--- src/hdl/bvs_pkg.sv ---
// Shared constants, codes and types of the bounding-box visual servo step core.
package bvs_pkg;

    localparam int CMD_BITS       = 16;
    localparam int CTR_BITS       = 12;
    localparam int LIM_BITS       = 15;
    localparam int LOSS_BITS      = 8;
    localparam int TOL_BITS       = 9;

    localparam int CFG_INDEX_BITS = 3;
    localparam int CFG_DATA_BITS  = 16;

    localparam int DIV_Q_BITS     = LIM_BITS;
    localparam int DIV_D_BITS     = CTR_BITS;
    localparam int DIV_N_BITS     = DIV_Q_BITS + DIV_D_BITS;
    localparam int DIV_CNT_BITS   = 4;

    localparam int DB_RECIP       = 683;
    localparam int DB_SHIFT       = 11;

    localparam logic [1:0] ACT_NONE   = 2'd0;
    localparam logic [1:0] ACT_SEARCH = 2'd1;
    localparam logic [1:0] ACT_TRACK  = 2'd2;

    localparam logic [CFG_INDEX_BITS-1:0] REG_HALF_WIDTH  = 3'd0;
    localparam logic [CFG_INDEX_BITS-1:0] REG_HALF_HEIGHT = 3'd1;
    localparam logic [CFG_INDEX_BITS-1:0] REG_MAX_YAW     = 3'd2;
    localparam logic [CFG_INDEX_BITS-1:0] REG_MAX_CLIMB   = 3'd3;
    localparam logic [CFG_INDEX_BITS-1:0] REG_LOST_TICKS  = 3'd4;

    localparam logic [CTR_BITS-1:0]  RST_HALF_WIDTH  = 12'd320;
    localparam logic [CTR_BITS-1:0]  RST_HALF_HEIGHT = 12'd240;
    localparam logic [LIM_BITS-1:0]  RST_MAX_YAW     = 15'd4289;
    localparam logic [LIM_BITS-1:0]  RST_MAX_CLIMB   = 15'd1229;
    localparam logic [LOSS_BITS-1:0] RST_LOST_TICKS  = 8'd10;

    localparam logic signed [CMD_BITS-1:0] SEARCH_YAW = 16'sd643;

    typedef struct packed {
        logic                  start;
        logic [DIV_N_BITS-1:0] dividend;
        logic [DIV_D_BITS-1:0] divisor;
    } div_req_t;

    typedef struct packed {
        logic                  done;
        logic [DIV_Q_BITS-1:0] quotient;
    } div_rsp_t;

    // centre / 12 computed as (centre / 4) / 3 with a reciprocal multiply
    function automatic logic [TOL_BITS-1:0] deadband_tol(input logic [CTR_BITS-1:0] ctr);
        logic [19:0] prod;
        prod = 20'(ctr[CTR_BITS-1:2]) * 20'(DB_RECIP);
        return prod[19:DB_SHIFT];
    endfunction

endpackage

--- src/hdl/bvs_if.sv ---
// Handshake channel interfaces: detection box in, command out, configuration write.
interface bvs_det_if #(parameter int COORD_BITS = 14);
    logic                         valid;
    logic                         ready;
    logic signed [COORD_BITS-1:0] box_left;
    logic signed [COORD_BITS-1:0] box_top;
    logic signed [COORD_BITS-1:0] box_right;
    logic signed [COORD_BITS-1:0] box_bottom;

    modport source (output valid, box_left, box_top, box_right, box_bottom, input ready);
    modport sink   (input valid, box_left, box_top, box_right, box_bottom, output ready);
endinterface

interface bvs_cmd_if #(parameter int COORD_BITS = 14);
    logic                         valid;
    logic                         ready;
    logic [1:0]                   action;
    logic signed [15:0]           yaw_cmd;
    logic signed [15:0]           climb_cmd;
    logic signed [COORD_BITS-1:0] target_col;
    logic signed [COORD_BITS-1:0] target_row;
    logic                         turn_left;

    modport source (output valid, action, yaw_cmd, climb_cmd, target_col, target_row,
                    turn_left, input ready);
    modport sink   (input valid, action, yaw_cmd, climb_cmd, target_col, target_row,
                    turn_left, output ready);
endinterface

interface bvs_cfg_if;
    logic        valid;
    logic        ready;
    logic [2:0]  index;
    logic [15:0] data;

    modport source (output valid, index, data, input ready);
    modport sink   (input valid, index, data, output ready);
endinterface

--- src/hdl/bbox_visual_servo_step_core.sv ---
// Top level of the bounding-box visual servo step core.
// One detection box per control tick produces one command transaction. A tick
// without a box is clamped after acceptance and then loads the output register.
// A tick with a box runs clamp, centre, then per axis a multiply step and the
// shared 15-step divider (load, 15 steps, result), or a single step for an axis
// inside its dead band or at saturation, and a last step to load the output
// register, which waits while the output is stalled. The divider sets the rate.
// det.ready returns in the same cycle as the loaded command appears.
// det.ready is high only while no tick is in progress; a finished command
// waits in its output register while the next box is taken. Configuration
// writes are taken in any cycle and must only occur while the core is idle.
module bbox_visual_servo_step_core #(
    parameter int COORD_BITS = 14
) (
    input  logic      clk,
    input  logic      rst_n,
    bvs_det_if.sink   det,
    bvs_cmd_if.source cmd,
    bvs_cfg_if.sink   cfg
);
    import bvs_pkg::*;

    localparam int CB = COORD_BITS;
    localparam int EW = ((CB > 13) ? CB : 13) + 2;
    localparam int MW = EW - 1;

    typedef enum logic [2:0] {
        ST_IDLE,
        ST_CLAMP,
        ST_CENTER,
        ST_MUL,
        ST_DIV,
        ST_FINISH
    } state_t;

    logic [CTR_BITS-1:0]  half_width_reg, half_height_reg;
    logic [LIM_BITS-1:0]  max_yaw_reg, max_climb_reg;
    logic [LOSS_BITS-1:0] lost_ticks_reg;

    state_t               state_reg, state_next;
    logic                 tracking_reg, tracking_next;
    logic [LOSS_BITS-1:0] loss_count_reg, loss_count_next;
    logic                 search_ccw_reg, search_ccw_next;
    logic                 axis_reg, axis_next;
    logic                 div_start_reg, div_start_next;

    logic signed [CB-1:0] left_reg, left_next, top_reg, top_next;
    logic signed [CB-1:0] right_reg, right_next, bottom_reg, bottom_next;
    logic [TOL_BITS-1:0]  tolx_reg, tolx_next, toly_reg, toly_next;
    logic [MW-1:0]        errx_reg, errx_next, erry_reg, erry_next;
    logic                 yaw_act_reg, yaw_act_next, yaw_neg_reg, yaw_neg_next;
    logic                 clb_act_reg, clb_act_next, clb_neg_reg, clb_neg_next;
    logic [DIV_N_BITS-1:0] prod_reg, prod_next;

    logic [1:0]                  res_action_reg, res_action_next;
    logic signed [CMD_BITS-1:0]  res_yaw_reg, res_yaw_next;
    logic signed [CMD_BITS-1:0]  res_climb_reg, res_climb_next;
    logic signed [CB-1:0]        res_col_reg, res_col_next;
    logic signed [CB-1:0]        res_row_reg, res_row_next;

    logic                        cmd_valid_reg, cmd_valid_next;
    logic [1:0]                  cmd_action_reg, cmd_action_next;
    logic signed [CMD_BITS-1:0]  cmd_yaw_reg, cmd_yaw_next;
    logic signed [CMD_BITS-1:0]  cmd_climb_reg, cmd_climb_next;
    logic signed [CB-1:0]        cmd_col_reg, cmd_col_next;
    logic signed [CB-1:0]        cmd_row_reg, cmd_row_next;
    logic                        cmd_turn_reg, cmd_turn_next;

    logic signed [EW-1:0] two_hw_ext, two_hh_ext, hw_ext, hh_ext;
    logic signed [EW-1:0] right_ext, bottom_ext;
    logic signed [CB-1:0] left_c, top_c, right_c, bottom_c;
    logic                 present;
    logic signed [CB:0]   sum_x, sum_y, adj_x, adj_y;
    logic signed [EW-1:0] col_ext, row_ext, ex, ey, tolx_ext, toly_ext;
    logic [LIM_BITS-1:0]  lim;
    logic [MW-1:0]        err;
    logic [CTR_BITS-1:0]  ctr;
    logic                 act, neg, sat;
    logic [LIM_BITS-1:0]  mag;
    logic signed [CMD_BITS-1:0] signed_mag;
    logic                 trk_tmp;
    logic [LOSS_BITS-1:0] lc_tmp;

    div_req_t div_req;
    div_rsp_t div_rsp;

    bvs_div u_div (
        .clk   (clk),
        .rst_n (rst_n),
        .req   (div_req),
        .rsp   (div_rsp)
    );

    assign div_req.start    = div_start_reg;
    assign div_req.dividend = prod_reg;
    assign div_req.divisor  = axis_reg ? half_height_reg : half_width_reg;

    assign cfg.ready = 1'b1;

    always_ff @(posedge clk or negedge rst_n)
    begin
        if (!rst_n)
        begin
            half_width_reg  <= RST_HALF_WIDTH;
            half_height_reg <= RST_HALF_HEIGHT;
            max_yaw_reg     <= RST_MAX_YAW;
            max_climb_reg   <= RST_MAX_CLIMB;
            lost_ticks_reg  <= RST_LOST_TICKS;
        end
        else if (cfg.valid)
        begin
            case (cfg.index)
                REG_HALF_WIDTH:  half_width_reg  <= cfg.data[CTR_BITS-1:0];
                REG_HALF_HEIGHT: half_height_reg <= cfg.data[CTR_BITS-1:0];
                REG_MAX_YAW:     max_yaw_reg     <= cfg.data[LIM_BITS-1:0];
                REG_MAX_CLIMB:   max_climb_reg   <= cfg.data[LIM_BITS-1:0];
                REG_LOST_TICKS:  lost_ticks_reg  <= cfg.data[LOSS_BITS-1:0];
                default:         ;
            endcase
        end
    end

    always_comb
    begin
        two_hw_ext = $signed({{(EW-CTR_BITS-1){1'b0}}, half_width_reg, 1'b0});
        two_hh_ext = $signed({{(EW-CTR_BITS-1){1'b0}}, half_height_reg, 1'b0});
        hw_ext     = $signed({{(EW-CTR_BITS){1'b0}}, half_width_reg});
        hh_ext     = $signed({{(EW-CTR_BITS){1'b0}}, half_height_reg});
        right_ext  = $signed({{(EW-CB){right_reg[CB-1]}}, right_reg});
        bottom_ext = $signed({{(EW-CB){bottom_reg[CB-1]}}, bottom_reg});

        left_c   = left_reg[CB-1] ? '0 : left_reg;
        top_c    = top_reg[CB-1] ? '0 : top_reg;
        right_c  = (right_ext > two_hw_ext) ? two_hw_ext[CB-1:0] : right_reg;
        bottom_c = (bottom_ext > two_hh_ext) ? two_hh_ext[CB-1:0] : bottom_reg;
        present  = (left_c != '0) || (top_c != '0) || (right_c != '0) || (bottom_c != '0);

        sum_x   = {1'b0, left_reg} + {right_reg[CB-1], right_reg};
        sum_y   = {1'b0, top_reg} + {bottom_reg[CB-1], bottom_reg};
        adj_x   = sum_x + {{CB{1'b0}}, sum_x[CB]};
        adj_y   = sum_y + {{CB{1'b0}}, sum_y[CB]};
        col_ext = $signed({{(EW-CB){adj_x[CB]}}, adj_x[CB:1]});
        row_ext = $signed({{(EW-CB){adj_y[CB]}}, adj_y[CB:1]});
        ex      = col_ext - hw_ext;
        ey      = hh_ext - row_ext;
        tolx_ext = $signed({{(EW-TOL_BITS){1'b0}}, tolx_reg});
        toly_ext = $signed({{(EW-TOL_BITS){1'b0}}, toly_reg});

        lim = axis_reg ? max_climb_reg : max_yaw_reg;
        err = axis_reg ? erry_reg : errx_reg;
        ctr = axis_reg ? half_height_reg : half_width_reg;
        act = axis_reg ? clb_act_reg : yaw_act_reg;
        neg = axis_reg ? clb_neg_reg : yaw_neg_reg;
        sat = (ctr == '0) || (err >= {{(MW-CTR_BITS){1'b0}}, ctr});
        mag = (state_reg == ST_DIV) ? div_rsp.quotient : lim;
        signed_mag = neg ? -$signed({1'b0, mag}) : $signed({1'b0, mag});
    end

    always_comb
    begin
        state_next      = state_reg;
        tracking_next   = tracking_reg;
        loss_count_next = loss_count_reg;
        search_ccw_next = search_ccw_reg;
        axis_next       = axis_reg;
        div_start_next  = 1'b0;
        left_next       = left_reg;
        top_next        = top_reg;
        right_next      = right_reg;
        bottom_next     = bottom_reg;
        tolx_next       = tolx_reg;
        toly_next       = toly_reg;
        errx_next       = errx_reg;
        erry_next       = erry_reg;
        yaw_act_next    = yaw_act_reg;
        yaw_neg_next    = yaw_neg_reg;
        clb_act_next    = clb_act_reg;
        clb_neg_next    = clb_neg_reg;
        prod_next       = prod_reg;
        res_action_next = res_action_reg;
        res_yaw_next    = res_yaw_reg;
        res_climb_next  = res_climb_reg;
        res_col_next    = res_col_reg;
        res_row_next    = res_row_reg;
        cmd_valid_next  = cmd_valid_reg && !cmd.ready;
        cmd_action_next = cmd_action_reg;
        cmd_yaw_next    = cmd_yaw_reg;
        cmd_climb_next  = cmd_climb_reg;
        cmd_col_next    = cmd_col_reg;
        cmd_row_next    = cmd_row_reg;
        cmd_turn_next   = cmd_turn_reg;
        trk_tmp         = tracking_reg;
        lc_tmp          = loss_count_reg;

        case (state_reg)
            ST_IDLE:
            begin
                if (det.valid)
                begin
                    left_next   = det.box_left;
                    top_next    = det.box_top;
                    right_next  = det.box_right;
                    bottom_next = det.box_bottom;
                    state_next  = ST_CLAMP;
                end
            end
            ST_CLAMP:
            begin
                left_next   = left_c;
                top_next    = top_c;
                right_next  = right_c;
                bottom_next = bottom_c;
                tolx_next   = deadband_tol(half_width_reg);
                toly_next   = deadband_tol(half_height_reg);
                if (present)
                begin
                    state_next = ST_CENTER;
                end
                else
                begin
                    if (tracking_reg)
                    begin
                        if (loss_count_reg > LOSS_BITS'(1))
                        begin
                            lc_tmp = loss_count_reg - 1'b1;
                        end
                        else
                        begin
                            lc_tmp  = '0;
                            trk_tmp = 1'b0;
                        end
                    end
                    tracking_next   = trk_tmp;
                    loss_count_next = lc_tmp;
                    res_climb_next  = '0;
                    res_col_next    = '0;
                    res_row_next    = '0;
                    if (!trk_tmp)
                    begin
                        res_action_next = ACT_SEARCH;
                        res_yaw_next    = search_ccw_reg ? SEARCH_YAW : -SEARCH_YAW;
                    end
                    else
                    begin
                        res_action_next = ACT_NONE;
                        res_yaw_next    = '0;
                    end
                    state_next = ST_FINISH;
                end
            end
            ST_CENTER:
            begin
                tracking_next   = 1'b1;
                loss_count_next = lost_ticks_reg;
                res_action_next = ACT_TRACK;
                res_yaw_next    = '0;
                res_climb_next  = '0;
                res_col_next    = adj_x[CB:1];
                res_row_next    = adj_y[CB:1];
                yaw_act_next    = 1'b0;
                yaw_neg_next    = 1'b0;
                errx_next       = '0;
                if (ex > tolx_ext)
                begin
                    yaw_act_next    = 1'b1;
                    yaw_neg_next    = 1'b1;
                    errx_next       = ex[MW-1:0];
                    search_ccw_next = 1'b0;
                end
                else if (-ex > tolx_ext)
                begin
                    yaw_act_next    = 1'b1;
                    errx_next       = MW'(-ex);
                    search_ccw_next = 1'b1;
                end
                clb_act_next = 1'b0;
                clb_neg_next = 1'b0;
                erry_next    = '0;
                if (ey > toly_ext)
                begin
                    clb_act_next = 1'b1;
                    erry_next    = ey[MW-1:0];
                end
                else if (-ey > toly_ext)
                begin
                    clb_act_next = 1'b1;
                    clb_neg_next = 1'b1;
                    erry_next    = MW'(-ey);
                end
                axis_next  = 1'b0;
                state_next = ST_MUL;
            end
            ST_MUL:
            begin
                if (act && !sat)
                begin
                    prod_next      = DIV_N_BITS'(lim) * DIV_N_BITS'(err[CTR_BITS-1:0]);
                    div_start_next = 1'b1;
                    state_next     = ST_DIV;
                end
                else
                begin
                    if (act)
                    begin
                        if (axis_reg)
                            res_climb_next = signed_mag;
                        else
                            res_yaw_next = signed_mag;
                    end
                    axis_next  = 1'b1;
                    state_next = axis_reg ? ST_FINISH : ST_MUL;
                end
            end
            ST_DIV:
            begin
                if (div_rsp.done)
                begin
                    if (axis_reg)
                        res_climb_next = signed_mag;
                    else
                        res_yaw_next = signed_mag;
                    axis_next  = 1'b1;
                    state_next = axis_reg ? ST_FINISH : ST_MUL;
                end
            end
            ST_FINISH:
            begin
                if (!cmd_valid_reg || cmd.ready)
                begin
                    cmd_valid_next  = 1'b1;
                    cmd_action_next = res_action_reg;
                    cmd_yaw_next    = res_yaw_reg;
                    cmd_climb_next  = res_climb_reg;
                    cmd_col_next    = res_col_reg;
                    cmd_row_next    = res_row_reg;
                    cmd_turn_next   = search_ccw_reg;
                    state_next      = ST_IDLE;
                end
            end
            default:
            begin
                state_next = ST_IDLE;
            end
        endcase
    end

    always_ff @(posedge clk or negedge rst_n)
    begin
        if (!rst_n)
        begin
            state_reg      <= ST_IDLE;
            tracking_reg   <= 1'b0;
            loss_count_reg <= '0;
            search_ccw_reg <= 1'b1;
            axis_reg       <= 1'b0;
            div_start_reg  <= 1'b0;
            cmd_valid_reg  <= 1'b0;
        end
        else
        begin
            state_reg      <= state_next;
            tracking_reg   <= tracking_next;
            loss_count_reg <= loss_count_next;
            search_ccw_reg <= search_ccw_next;
            axis_reg       <= axis_next;
            div_start_reg  <= div_start_next;
            cmd_valid_reg  <= cmd_valid_next;
        end
    end

    always_ff @(posedge clk)
    begin
        left_reg       <= left_next;
        top_reg        <= top_next;
        right_reg      <= right_next;
        bottom_reg     <= bottom_next;
        tolx_reg       <= tolx_next;
        toly_reg       <= toly_next;
        errx_reg       <= errx_next;
        erry_reg       <= erry_next;
        yaw_act_reg    <= yaw_act_next;
        yaw_neg_reg    <= yaw_neg_next;
        clb_act_reg    <= clb_act_next;
        clb_neg_reg    <= clb_neg_next;
        prod_reg       <= prod_next;
        res_action_reg <= res_action_next;
        res_yaw_reg    <= res_yaw_next;
        res_climb_reg  <= res_climb_next;
        res_col_reg    <= res_col_next;
        res_row_reg    <= res_row_next;
        cmd_action_reg <= cmd_action_next;
        cmd_yaw_reg    <= cmd_yaw_next;
        cmd_climb_reg  <= cmd_climb_next;
        cmd_col_reg    <= cmd_col_next;
        cmd_row_reg    <= cmd_row_next;
        cmd_turn_reg   <= cmd_turn_next;
    end

    assign det.ready      = (state_reg == ST_IDLE);
    assign cmd.valid      = cmd_valid_reg;
    assign cmd.action     = cmd_action_reg;
    assign cmd.yaw_cmd    = cmd_yaw_reg;
    assign cmd.climb_cmd  = cmd_climb_reg;
    assign cmd.target_col = cmd_col_reg;
    assign cmd.target_row = cmd_row_reg;
    assign cmd.turn_left  = cmd_turn_reg;

endmodule

--- src/hdl/bvs_div.sv ---
// Iterative restoring divider, one quotient bit per cycle, shared by both axes.
module bvs_div (
    input  logic              clk,
    input  logic              rst_n,
    input  bvs_pkg::div_req_t req,
    output bvs_pkg::div_rsp_t rsp
);
    import bvs_pkg::*;

    logic                    busy_reg, busy_next;
    logic                    done_reg, done_next;
    logic [DIV_CNT_BITS-1:0] count_reg, count_next;
    logic [DIV_D_BITS-1:0]   rem_reg;
    logic [DIV_Q_BITS-1:0]   quo_reg;
    logic [DIV_D_BITS-1:0]   divisor_reg;
    logic [DIV_D_BITS:0]     trial;
    logic [DIV_D_BITS:0]     diff;
    logic                    fits;

    always_comb
    begin
        trial = {rem_reg, quo_reg[DIV_Q_BITS-1]};
        diff  = trial - {1'b0, divisor_reg};
        fits  = (trial >= {1'b0, divisor_reg});
    end

    always_comb
    begin
        busy_next  = busy_reg;
        count_next = count_reg;
        done_next  = 1'b0;
        if (req.start)
        begin
            busy_next  = 1'b1;
            count_next = DIV_CNT_BITS'(DIV_Q_BITS);
        end
        else if (busy_reg)
        begin
            count_next = count_reg - 1'b1;
            if (count_reg == DIV_CNT_BITS'(1))
            begin
                busy_next = 1'b0;
                done_next = 1'b1;
            end
        end
    end

    always_ff @(posedge clk or negedge rst_n)
    begin
        if (!rst_n)
        begin
            busy_reg  <= 1'b0;
            done_reg  <= 1'b0;
            count_reg <= '0;
        end
        else
        begin
            busy_reg  <= busy_next;
            done_reg  <= done_next;
            count_reg <= count_next;
        end
    end

    always_ff @(posedge clk)
    begin
        if (req.start)
        begin
            rem_reg     <= req.dividend[DIV_N_BITS-1:DIV_Q_BITS];
            quo_reg     <= req.dividend[DIV_Q_BITS-1:0];
            divisor_reg <= req.divisor;
        end
        else if (busy_reg)
        begin
            rem_reg <= fits ? diff[DIV_D_BITS-1:0] : trial[DIV_D_BITS-1:0];
            quo_reg <= {quo_reg[DIV_Q_BITS-2:0], fits};
        end
    end

    assign rsp.done     = done_reg;
    assign rsp.quotient = quo_reg;

endmodule

--- src/flat_wrapper.sv ---
// flat-port wrapper written by rule: the top's interface ports become plain ports
module bbox_visual_servo_step_core_flat import bvs_pkg::*;
#(
    parameter int COORD_BITS = 14
)
  (clk, rst_n, det_valid, det_box_left, det_box_top, det_box_right, det_box_bottom, det_ready, cmd_valid, cmd_action, cmd_yaw_cmd, cmd_climb_cmd, cmd_target_col, cmd_target_row, cmd_turn_left, cmd_ready, cfg_valid, cfg_index, cfg_data, cfg_ready);
  bvs_det_if #(.COORD_BITS(COORD_BITS)) det_i ();
  bvs_cmd_if #(.COORD_BITS(COORD_BITS)) cmd_i ();
  bvs_cfg_if cfg_i ();
  input  logic clk;
  input  logic rst_n;
  input wire logic [$bits(det_i.valid)-1:0] det_valid;
  input wire logic [$bits(det_i.box_left)-1:0] det_box_left;
  input wire logic [$bits(det_i.box_top)-1:0] det_box_top;
  input wire logic [$bits(det_i.box_right)-1:0] det_box_right;
  input wire logic [$bits(det_i.box_bottom)-1:0] det_box_bottom;
  output wire logic [$bits(det_i.ready)-1:0] det_ready;
  output wire logic [$bits(cmd_i.valid)-1:0] cmd_valid;
  output wire logic [$bits(cmd_i.action)-1:0] cmd_action;
  output wire logic [$bits(cmd_i.yaw_cmd)-1:0] cmd_yaw_cmd;
  output wire logic [$bits(cmd_i.climb_cmd)-1:0] cmd_climb_cmd;
  output wire logic [$bits(cmd_i.target_col)-1:0] cmd_target_col;
  output wire logic [$bits(cmd_i.target_row)-1:0] cmd_target_row;
  output wire logic [$bits(cmd_i.turn_left)-1:0] cmd_turn_left;
  input wire logic [$bits(cmd_i.ready)-1:0] cmd_ready;
  input wire logic [$bits(cfg_i.valid)-1:0] cfg_valid;
  input wire logic [$bits(cfg_i.index)-1:0] cfg_index;
  input wire logic [$bits(cfg_i.data)-1:0] cfg_data;
  output wire logic [$bits(cfg_i.ready)-1:0] cfg_ready;
  assign det_i.valid = det_valid;
  assign det_i.box_left = det_box_left;
  assign det_i.box_top = det_box_top;
  assign det_i.box_right = det_box_right;
  assign det_i.box_bottom = det_box_bottom;
  assign det_ready = det_i.ready;
  assign cmd_valid = cmd_i.valid;
  assign cmd_action = cmd_i.action;
  assign cmd_yaw_cmd = cmd_i.yaw_cmd;
  assign cmd_climb_cmd = cmd_i.climb_cmd;
  assign cmd_target_col = cmd_i.target_col;
  assign cmd_target_row = cmd_i.target_row;
  assign cmd_turn_left = cmd_i.turn_left;
  assign cmd_i.ready = cmd_ready;
  assign cfg_i.valid = cfg_valid;
  assign cfg_i.index = cfg_index;
  assign cfg_i.data = cfg_data;
  assign cfg_ready = cfg_i.ready;
  bbox_visual_servo_step_core #(.COORD_BITS(COORD_BITS)) u_core (.clk(clk), .rst_n(rst_n), .det(det_i), .cmd(cmd_i), .cfg(cfg_i));
endmodule
--- config.mk ---
export PLATFORM = sky130hd
export DESIGN_NAME = bbox_visual_servo_step_core_flat
export DESIGN_NICKNAME = d
export VERILOG_FILES = /design/src/hdl/bvs_pkg.sv /design/src/hdl/bvs_if.sv /design/src/hdl/bbox_visual_servo_step_core.sv /design/src/hdl/bvs_div.sv /design/src/flat_wrapper.sv
export SDC_FILE = /design/constraint.sdc
export NUM_CORES = 1
export LEC_CHECK = 0
export BUFFER_PORTS_ARGS = -buffer_cell sky130_fd_sc_hd__buf_2
export CORE_ASPECT_RATIO = 0.6
export CORE_MARGIN = 2
export CORE_UTILIZATION = 49
export CTS_BUF_LIST = sky130_fd_sc_hd__clkbuf_2 sky130_fd_sc_hd__clkbuf_4 sky130_fd_sc_hd__clkbuf_8
export DETAILED_ROUTE_END_ITERATION = 10
export PLACE_DENSITY_LB_ADDON = 0.1
export SYNTH_ARGS = -nofsm -noshare
export SYNTH_HDL_FRONTEND = slang
export SYNTH_SLANG_ARGS = --single-unit
--- constraint.sdc ---
create_clock -name clk -period 10.8 [get_ports clk]
set_input_delay 1.62 -clock clk [delete_from_list [all_inputs] [get_ports clk]]
set_output_delay 1.62 -clock clk [all_outputs]
set_load 0.1 [all_outputs]
Yosys cells after proc, flatten, opt, wreduce, memory -nomap -nowiden
Index checks and enable logic that the tools add are counted.
{ "totals": {"input_bits": 80, "word_cells": 205, "register_bits": 383, "out_inout_bits": 66} }
{ "classes": {"mul": 3, "eq_ne": 17, "reduce_logical": 37, "addsub": 12, "n_mux": 85, "magnitude_cmp": 9} }
{ "op_table": {"columns": ["cell", "n"], "rows": [
  ["$mux W16", 13],
  ["$pmux W14 S2", 6],
  ["$mux W15", 9],
  ["$pmux W16 S4", 2],
  ["$mux W14", 7],
  ["$gt A16 B10 Y1", 4],
  ["$reduce_bool A14 Y1", 4],
  ["$mux W12", 4],
  ["$mul A10 B10 Y20 const B", 2],
  ["$neg A16 Y16", 2],
  ["$add A14 B15 Y15", 2],
  ["$add A15 B1 Y15", 2],
  ["$gt A14 B14 Y1", 2],
  ["$mul A15 B12 Y27", 1],
  ["$mux W13", 2],
  ["$mux W1", 25],
  ["$mux W8", 3],
  ["$reduce_and A2 Y1", 10],
  ["$mux W3", 6],
  ["$pmux W3 S6", 1],
  ["$neg A15 Y16", 1],
  ["$pmux W8 S2", 1],
  ["$ge A15 B12 Y1", 1],
  ["$sub A13 B14 Y15", 1],
  ["other kinds (27)", 52]
]} }

Depth between registers and ports, before layout
{ "depth": {"ltp_word": 10, "ltp_mapped": 37, "depth_no_buf": 35} }

Hierarchy
From an unflattened synthesis, not the netlist that was laid out.
{ "hier_totals": {"hier_cells": 3211, "hier_area_um2": 31973.2} }
{ "modules_own_cells": {"columns": ["module", "cells_each", "seq_area_each_um2", "area_each_um2", "n_inst"], "rows": [
  ["bbox_visual_servo_step_core", 2969, 9783.1, 29165.5, 1],
  ["bvs_div", 242, 1321.3, 2807.7, 1]
]} }

Worst setup path before layout
Ideal clock, no wire load.
{ "synth_timing": {"path_kind": "reg-to-reg", "from": "register u_core.axis_reg", "to": "register u_core.prod_reg[22], data pin", "required_time_ns": 10.540, "setup_slack_ns": 3.144, "arrival_ns": 7.396, "setup_ns": 0.260, "n_path_buf": 5, "synth_period_minus_slack_ns": 7.656, "stages_incl_launch_ff": 31, "path_cell_list": "dfrtp_1 buf_1 clkbuf_1 buf_1 clkbuf_1 clkbuf_1 mux2_2 nand2_1 fa_1 inv_1 ha_1 fa_1 inv_1 fa_1 fa_1 inv_1 ha_1 o21ai_0 a21boi_0 o21ai_0 a21boi_0 o21ai_0 a21boi_0 o21ai_0 a21oi_1 o211ai_1 a21o_1 nand3b_1 a21o_1 a21o_1 xor2_1"} }
{ "synth_via": {"elab_chain_cells": 2, "word_cells_on_any_way": 3, "classes_between": "mul: 1; mux: 2"} }
{ "synth_rtl": {"columns": ["element", "line", "source"], "rows": [
  ["start: declaration", "bbox_visual_servo_step_core.sv:44", "logic axis_reg, axis_next;"],
  ["start signal: assignment", "bbox_visual_servo_step_core.sv:365", "axis_reg <= axis_next;"],
  ["$mux W15, on equally long branches", "bbox_visual_servo_step_core.sv:149, bbox_visual_servo_step_core.sv:150", null],
  ["$mul A15 B12 Y27 (*)", "bbox_visual_servo_step_core.sv:297", "prod_next = DIV_N_BITS'(lim) * DIV_N_BITS'(err[CTR_BITS-1:0]);"],
  ["end signal: assignment", "bbox_visual_servo_step_core.sv:385", "prod_reg <= prod_next;"],
  ["end: declaration", "bbox_visual_servo_step_core.sv:53", "logic [DIV_N_BITS-1:0] prod_reg, prod_next;"]
]} }
Every way passes the cells marked *; elsewhere a longest branch is shown, timed or not.
A chain may end at the register's enable or synchronous reset.

Worst setup path after layout
{ "layout_timing": {"from": "register u_core.right_reg[0]", "to": "register u_core.errx_reg[0], data pin"} }
{ "layout_via": {"elab_chain_cells": 7, "word_cells_on_any_way": 8, "classes_between": "add/sub: 4; order compare: 2; mux: 2"} }
{ "layout_rtl": {"columns": ["element", "line", "source"], "rows": [
  ["start: declaration", "bbox_visual_servo_step_core.sv:48", "logic signed [CB-1:0] right_reg, right_next, bottom_reg, bottom_next;"],
  ["start signal: assignment", "bbox_visual_servo_step_core.sv:375", "right_reg <= right_next;"],
  ["$add A14 B15 Y15 (*)", "bbox_visual_servo_step_core.sv:138", "sum_x = {1'b0, left_reg} + {right_reg[CB-1], right_reg};"],
  ["$add A15 B1 Y15 (*)", "bbox_visual_servo_step_core.sv:140", "adj_x = sum_x + {{CB{1'b0}}, sum_x[CB]};"],
  ["net u_core.adj_x[2]", "bbox_visual_servo_step_core.sv:73", "logic signed [CB:0] sum_x, sum_y, adj_x, adj_y;"],
  ["$sub A14 B13 Y15 (*)", "bbox_visual_servo_step_core.sv:144", "ex = col_ext - hw_ext;"],
  ["$neg A16 Y16", "bbox_visual_servo_step_core.sv:270", "else if (-ex > tolx_ext)"],
  ["$gt A16 B10 Y1", "bbox_visual_servo_step_core.sv:270", null],
  ["$mux W15", "bbox_visual_servo_step_core.sv:270", null],
  ["$mux W15 (*)", "bbox_visual_servo_step_core.sv:263", "if (ex > tolx_ext)"],
  ["end signal: assignment", "bbox_visual_servo_step_core.sv:379", "errx_reg <= errx_next;"],
  ["end: declaration", "bbox_visual_servo_step_core.sv:50", "logic [MW-1:0] errx_reg, errx_next, erry_reg, erry_next;"]
]} }
Mark *: on every way through the listed nets, which the timed path passes. The rest lies on a longest branch.

==> results by stage <==
Worst setup path:
- The largest stage delay on the critical path is 990 ps.
- The critical register-to-register path endpoint is u_core.errx_reg[0].
- The critical path ends at u_core.errx_reg[0].
- STA classifies the critical path startpoint as a flop.
- The number of cells traversed by the worst register-to-register path is 31.
- In this run the register-to-register setup slack is approximately 1800 ps.
- The most critical setup path has its startpoint at u_core.right_reg[0].
- At the worst endpoint, the required time is ~11000 ps.
- The kind of cell with the highest combined delay along the critical path is compound AO/OA/AOI/OAI gates.
- The path length in cells of the critical path is 31.
- The start of the worst register-to-register path is u_core.right_reg[0].
- The cell with the biggest individual delay on the critical path is sky130_fd_sc_hd__o21ai_0.
- The critical path contains buffers and inverters numbering 2 combined.
- At the worst endpoint, the arrival time is roughly 9400 ps.
- The most used cell along the critical path is sky130_fd_sc_hd__a21oi_1.
- The sort of element at the end of the critical path is a flop.
- By startpoint and endpoint, the worst setup path is classified as flop to flop.
- The maximum net fanout on the critical path is 5.

CTS:
- The maximum number of buffers from clock root to sink is 3.
- Buffers added to address setup during post-CTS repair amount to 0.
- TritonCTS built the clock tree.
- For the worst-skew pair, the clock arrives at the later sink with an insertion delay of 730 ps.
- The number of clock sinks seen by CTS is 383.
- The depth of the CTS H-tree is 2.
- CTS placed an instance of sky130_fd_sc_hd__clkbuf_8 at the clock tree root.
- The clock-pin slew on the worst setup and hold paths is 70 ps.
- The clock buffer count from CTS is 60.
- In this run, post-CTS hold repair placed 0 buffers.
- The number of gates resized after CTS was 0.

Drt:
- The number of optimization iterations in the first detailed-route pass is 6.
- The first-iteration detailed-routing DRC count is between 1.5k and 2k.
- The routed length per instance is between 20 and 25 um.
- The DRC violation count after routing is 0.
- The detail route stage leaves a number of antenna-violating nets equal to 0.
- The vias per cell is between 5 and 6.
- The total wirelength of the detailed-routed design is 84700 um.
- The detailed router placed roughly 23k vias in this run.

Yosys:
- After synthesis, the share of flip-flops with an asynchronous set or reset is 0.219.
- The number of different library cells in the post-synthesis netlist is between 90 and 100.
- Of the total synthesized cell area, the portion taken by full adders, half adders and majority gates is 0.252.
- The share of the synthesized netlist area taken by xor and xnor gates is 0.0418.
- The mapped netlist covers 0.0307 mm^2.
- The share of the Yosys chip area taken by registers is 0.362.
- Counting flops with a built-in enable in the synthesized netlist gives around 300.
- Counting every net in the synthesized netlist gives 3580.
- The complex-gate fraction of the synthesized area is 0.0991.
- By area, the combinational part of the netlist is dominated by adder cells.
- After synthesis, the share of cell area in mux cells is 0.0531.
- The primary flip-flop cell chosen by synthesis mapping is sky130_fd_sc_hd__edfxtp_1.
- Of the total synthesized cell area, the portion taken by AND, OR, NAND and NOR gates is 0.136.
- Yosys printed 0 warnings.
- In this run, synthesis produced a sequential element count of 383.
- The mean area per synthesized cell is roughly 10 um^2.
- The number of cells produced by synthesis is 2998.

Place:
- The congestion estimate from routability-driven global placement came to slightly above 0.9.
- The HPWL after detailed placement is approximately 67000 um.
- The number of buffers added on ports is between 100 and 150.
- Counting tap cells, the placed design contains a total of about 3.9k instances.
- Once placement finished, the instance area stood at ~0.032 mm^2.

Timing:
- The total negative slack for setup checks is 0 ps.
- The number of endpoints with negative hold slack in the final report is 0.
- The largest clock skew in the final design is 60.5 ps.
- Headroom to the max-slew limit came out at 0.141.
- Setup repair after global routing left no endpoint under its margin.
- The setup violation total in the final timing report is 0.
- For this run, the top clock speed supported by timing is 0.111 GHz.
- The post-route minimum period is approximately 9000 ps.
- The post-route fraction of the period consumed by the critical path is 0.834.
- At the pin with the least slew margin, the transition time is 1270 ps.
- The max-slew violation total from the final report is 0.

Finish:
- Of the cells placed in the final design, the portion with a size suffix greater than 1 is 0.138.
- Excluding fillers, the count of instances in the completed layout stands at roughly 4k.
- The area occupied by multi-input gates is about 0.018 mm^2.
- The register with the most flip-flops in the layout has 27 of them.
- The filler cell count is 5559.
- For this run, the post-layout net count is roughly 3.7k.
- The area growth from synthesis to layout is 9.88%.
- The total non-filler cell area in the finished layout is 0.0337 mm^2.
- Registers take between 0.01 and 0.015 mm^2.
- The end-of-flow core utilization is 0.549.

Floorplan:
- The area of the die is 0.0646 mm^2.
- The number of placement rows is 70.
- The core box area is between 0.06 and 0.07 mm^2.
- The initial cell density of the core is 0.499.
- The die extent in x is around 330 um.
- The height of the die is slightly below 200 um.
- In this run the count of I/O pins placed on the die edge is roughly 150.

Power:
- Of the total power, combinational logic draws 0.599.
- Of the total power, the clock network draws 0.162.
- The proportion of power drawn by flip-flops and latches is 0.239.
- The analysis attributes to cell leakage a power of approximately 15 nW.
- Of the total power, the share spent switching nets is 0.422.
- The net switching power figure is roughly 3.6 mW.
- Across the VDD grid, the largest voltage drop is between 0.3 and 0.4 mV.
- The internal portion of the total power is 4.88 mW.
- The power density over the cells is between 200 and 300 mW/mm^2.

Global routing:
- The total overflow left after global routing is 0.
- The initial antenna violation count is 2.
- The overall fraction of global-route tracks in use is 0.271.
- The first global-routing pass estimated 134000 um of wire.
- The pin count of the biggest net entering global routing is between 80 and 90.
- The number of global-route vias before repair came to 23.0k.

Hold path:
- The worst min-delay path category is flop to flop.

Status:
- The run finished with clean final reports.

Job:
- Across the run, the number of max-cap violations was 0.
kinds of logic (layout without fill, tap and decap cells):
kind of cell,Yosys count,after routing
flip-flops,383,383
AND/OR/NAND/NOR,886,886
buffers and inverters,450,651
multiplexers,151,151
AO/OA/AOI/OAI,477,477
adder cells (fa/ha/maj),510,510
other,1,2
XOR/XNOR,140,140
how the worst min path moves through the flow:
stage	start	end	slack, ps	depth (start not counted)
2_1_floorplan	u_core.res_action_reg[0]	u_core.cmd.action[0]	400	0
3_3_place_gp	u_core.res_row_reg[1]	u_core.cmd.target_row[1]	400	0
3_5_place_dp	u_core.res_row_reg[6]	u_core.cmd.target_row[6]	400	0
4_1_cts	u_core.res_yaw_reg[13]	u_core.cmd.yaw_cmd[13]	420	0
5_1_grt	u_core.res_yaw_reg[6]	u_core.cmd.yaw_cmd[6]	430	0
6_report	u_core.res_yaw_reg[13]	u_core.cmd.yaw_cmd[13]	420	0
layout make-up:
type / instances / area share
flip-flops and latches: 383 / 0.330
multi-input cells: 2165 / 0.531
clock buffers: 78 / 0.0295
well taps: 828 / 0.0308
inverters: 365 / 0.0407
repair buffers: 174 / 0.0282
clock inverters: 34 / 0.00970
diodes: 1 / 0.0000743
worst register-to-register path, delay by kind of cell (launching register included):
kind                       cells  cell delay [ps]
xor gates and xnor gates       3              910
adders and majority gates      4             1240
DFF                            1              500
AOI/OAI and AO/OA             12             3330
buffers and inverters          2              300
and+or+nand+nor               10             2420
through the flow:
stage | setup WS (ps) | power, mW | hold slack, ps
floorplan | 3140 | 5.87 | 400
global placement | 2130 | 6.98 | 405
detailed placement | 2040 | 7.08 | 405
CTS | 2000 | 8.50 | 420
global route | 1120 | 9.39 | 426
finish | 1790 | 8.44 | 418
layer usage:
| metal | vias up | GRT usage | part of all wire |
|---|---|---|---|
| met4 | 0 | 0.0584 | 0.019 |
| met2 | 825 | 0.367 | 0.38 |
| met3 | 102 | 0.0646 | 0.094 |
| met1 | 11145 | 0.430 | 0.51 |
| li1 | 10684 | - | - |
| met5 | - | 0 | 0 |
cells in the final DEF (no fill, tap or decap), types with 19 or more instances in the layout:
| cell type | n |
|---|---|
| sky130_fd_sc_hd__fa_1 | 179 |
| sky130_fd_sc_hd__a31oi_1 | 23 |
| sky130_fd_sc_hd__dfrtp_1 | 64 |
| sky130_fd_sc_hd__xor2_1 | 43 |
| sky130_fd_sc_hd__and2_1 | 43 |
| sky130_fd_sc_hd__nand3_1 | 40 |
| sky130_fd_sc_hd__xnor2_1 | 92 |
| sky130_fd_sc_hd__a211oi_1 | 22 |
| sky130_fd_sc_hd__nor4_1 | 24 |
| sky130_fd_sc_hd__nand2b_1 | 28 |
| sky130_fd_sc_hd__clkbuf_8 | 65 |
| sky130_fd_sc_hd__nand4_1 | 22 |
| sky130_fd_sc_hd__a21oi_1 | 95 |
| sky130_fd_sc_hd__edfxtp_1 | 299 |
| sky130_fd_sc_hd__nand2_1 | 331 |
| sky130_fd_sc_hd__ha_1 | 323 |
| sky130_fd_sc_hd__nor2_1 | 216 |
| sky130_fd_sc_hd__a21o_1 | 34 |
| sky130_fd_sc_hd__mux2i_1 | 56 |
| sky130_fd_sc_hd__o21ai_0 | 152 |
| sky130_fd_sc_hd__buf_2 | 142 |
| sky130_fd_sc_hd__dfstp_2 | 19 |
| sky130_fd_sc_hd__nor2b_1 | 31 |
| sky130_fd_sc_hd__inv_1 | 362 |
| sky130_fd_sc_hd__nor3_1 | 40 |
| sky130_fd_sc_hd__o21a_1 | 42 |
| sky130_fd_sc_hd__mux2_2 | 92 |
| sky130_fd_sc_hd__nand3b_1 | 27 |
| sky130_fd_sc_hd__buf_4 | 32 |
cells in the mapped netlist (13+ instances only):
cell type                  instances  area (um^2)
sky130_fd_sc_hd__a21o_1           34          255
sky130_fd_sc_hd__nand3b_1         27          203
sky130_fd_sc_hd__a211oi_1         22          165
sky130_fd_sc_hd__a31oi_1          24          150
sky130_fd_sc_hd__fa_1            179         3580
sky130_fd_sc_hd__nor2b_1          32          200
sky130_fd_sc_hd__nor4_1           24          150
sky130_fd_sc_hd__inv_1           364         1370
sky130_fd_sc_hd__nor3_1           40          200
sky130_fd_sc_hd__or2_2            13         81.3
sky130_fd_sc_hd__xor2_1           43          377
sky130_fd_sc_hd__mux2_2           92         1040
sky130_fd_sc_hd__edfxtp_1        299         8980
sky130_fd_sc_hd__ha_1            323         4040
sky130_fd_sc_hd__and3_1           18          113
sky130_fd_sc_hd__nand2_1         333         1250
sky130_fd_sc_hd__o21a_1           42          315
sky130_fd_sc_hd__a21oi_1          95          475
sky130_fd_sc_hd__nor2_1          217          815
sky130_fd_sc_hd__dfstp_2          19          499
sky130_fd_sc_hd__dfrtp_1          65         1630
sky130_fd_sc_hd__nand3_1          40          200
sky130_fd_sc_hd__o21ai_0         152          761
sky130_fd_sc_hd__clkbuf_1         70          263
sky130_fd_sc_hd__mux2i_1          59          591
sky130_fd_sc_hd__nand2b_1         28          175
sky130_fd_sc_hd__nand4_1          22          138
sky130_fd_sc_hd__xnor2_1          92          806
sky130_fd_sc_hd__and2_1           43          269
power by group through the flow:
stage / Combinational [mW] / Clock, mW / Sequential, mW
final: 5.06 / 1.37 / 2.02
after global routing: 5.91 / 1.46 / 2.02
after CTS: 5.08 / 1.40 / 2.01
after detailed placement: 5.03 / 0 / 2.05
after global placement: 4.94 / 0 / 2.04
after floorplan: 3.87 / 0 / 2.00
No activity file was read; power rests on OpenSTA's default activity.
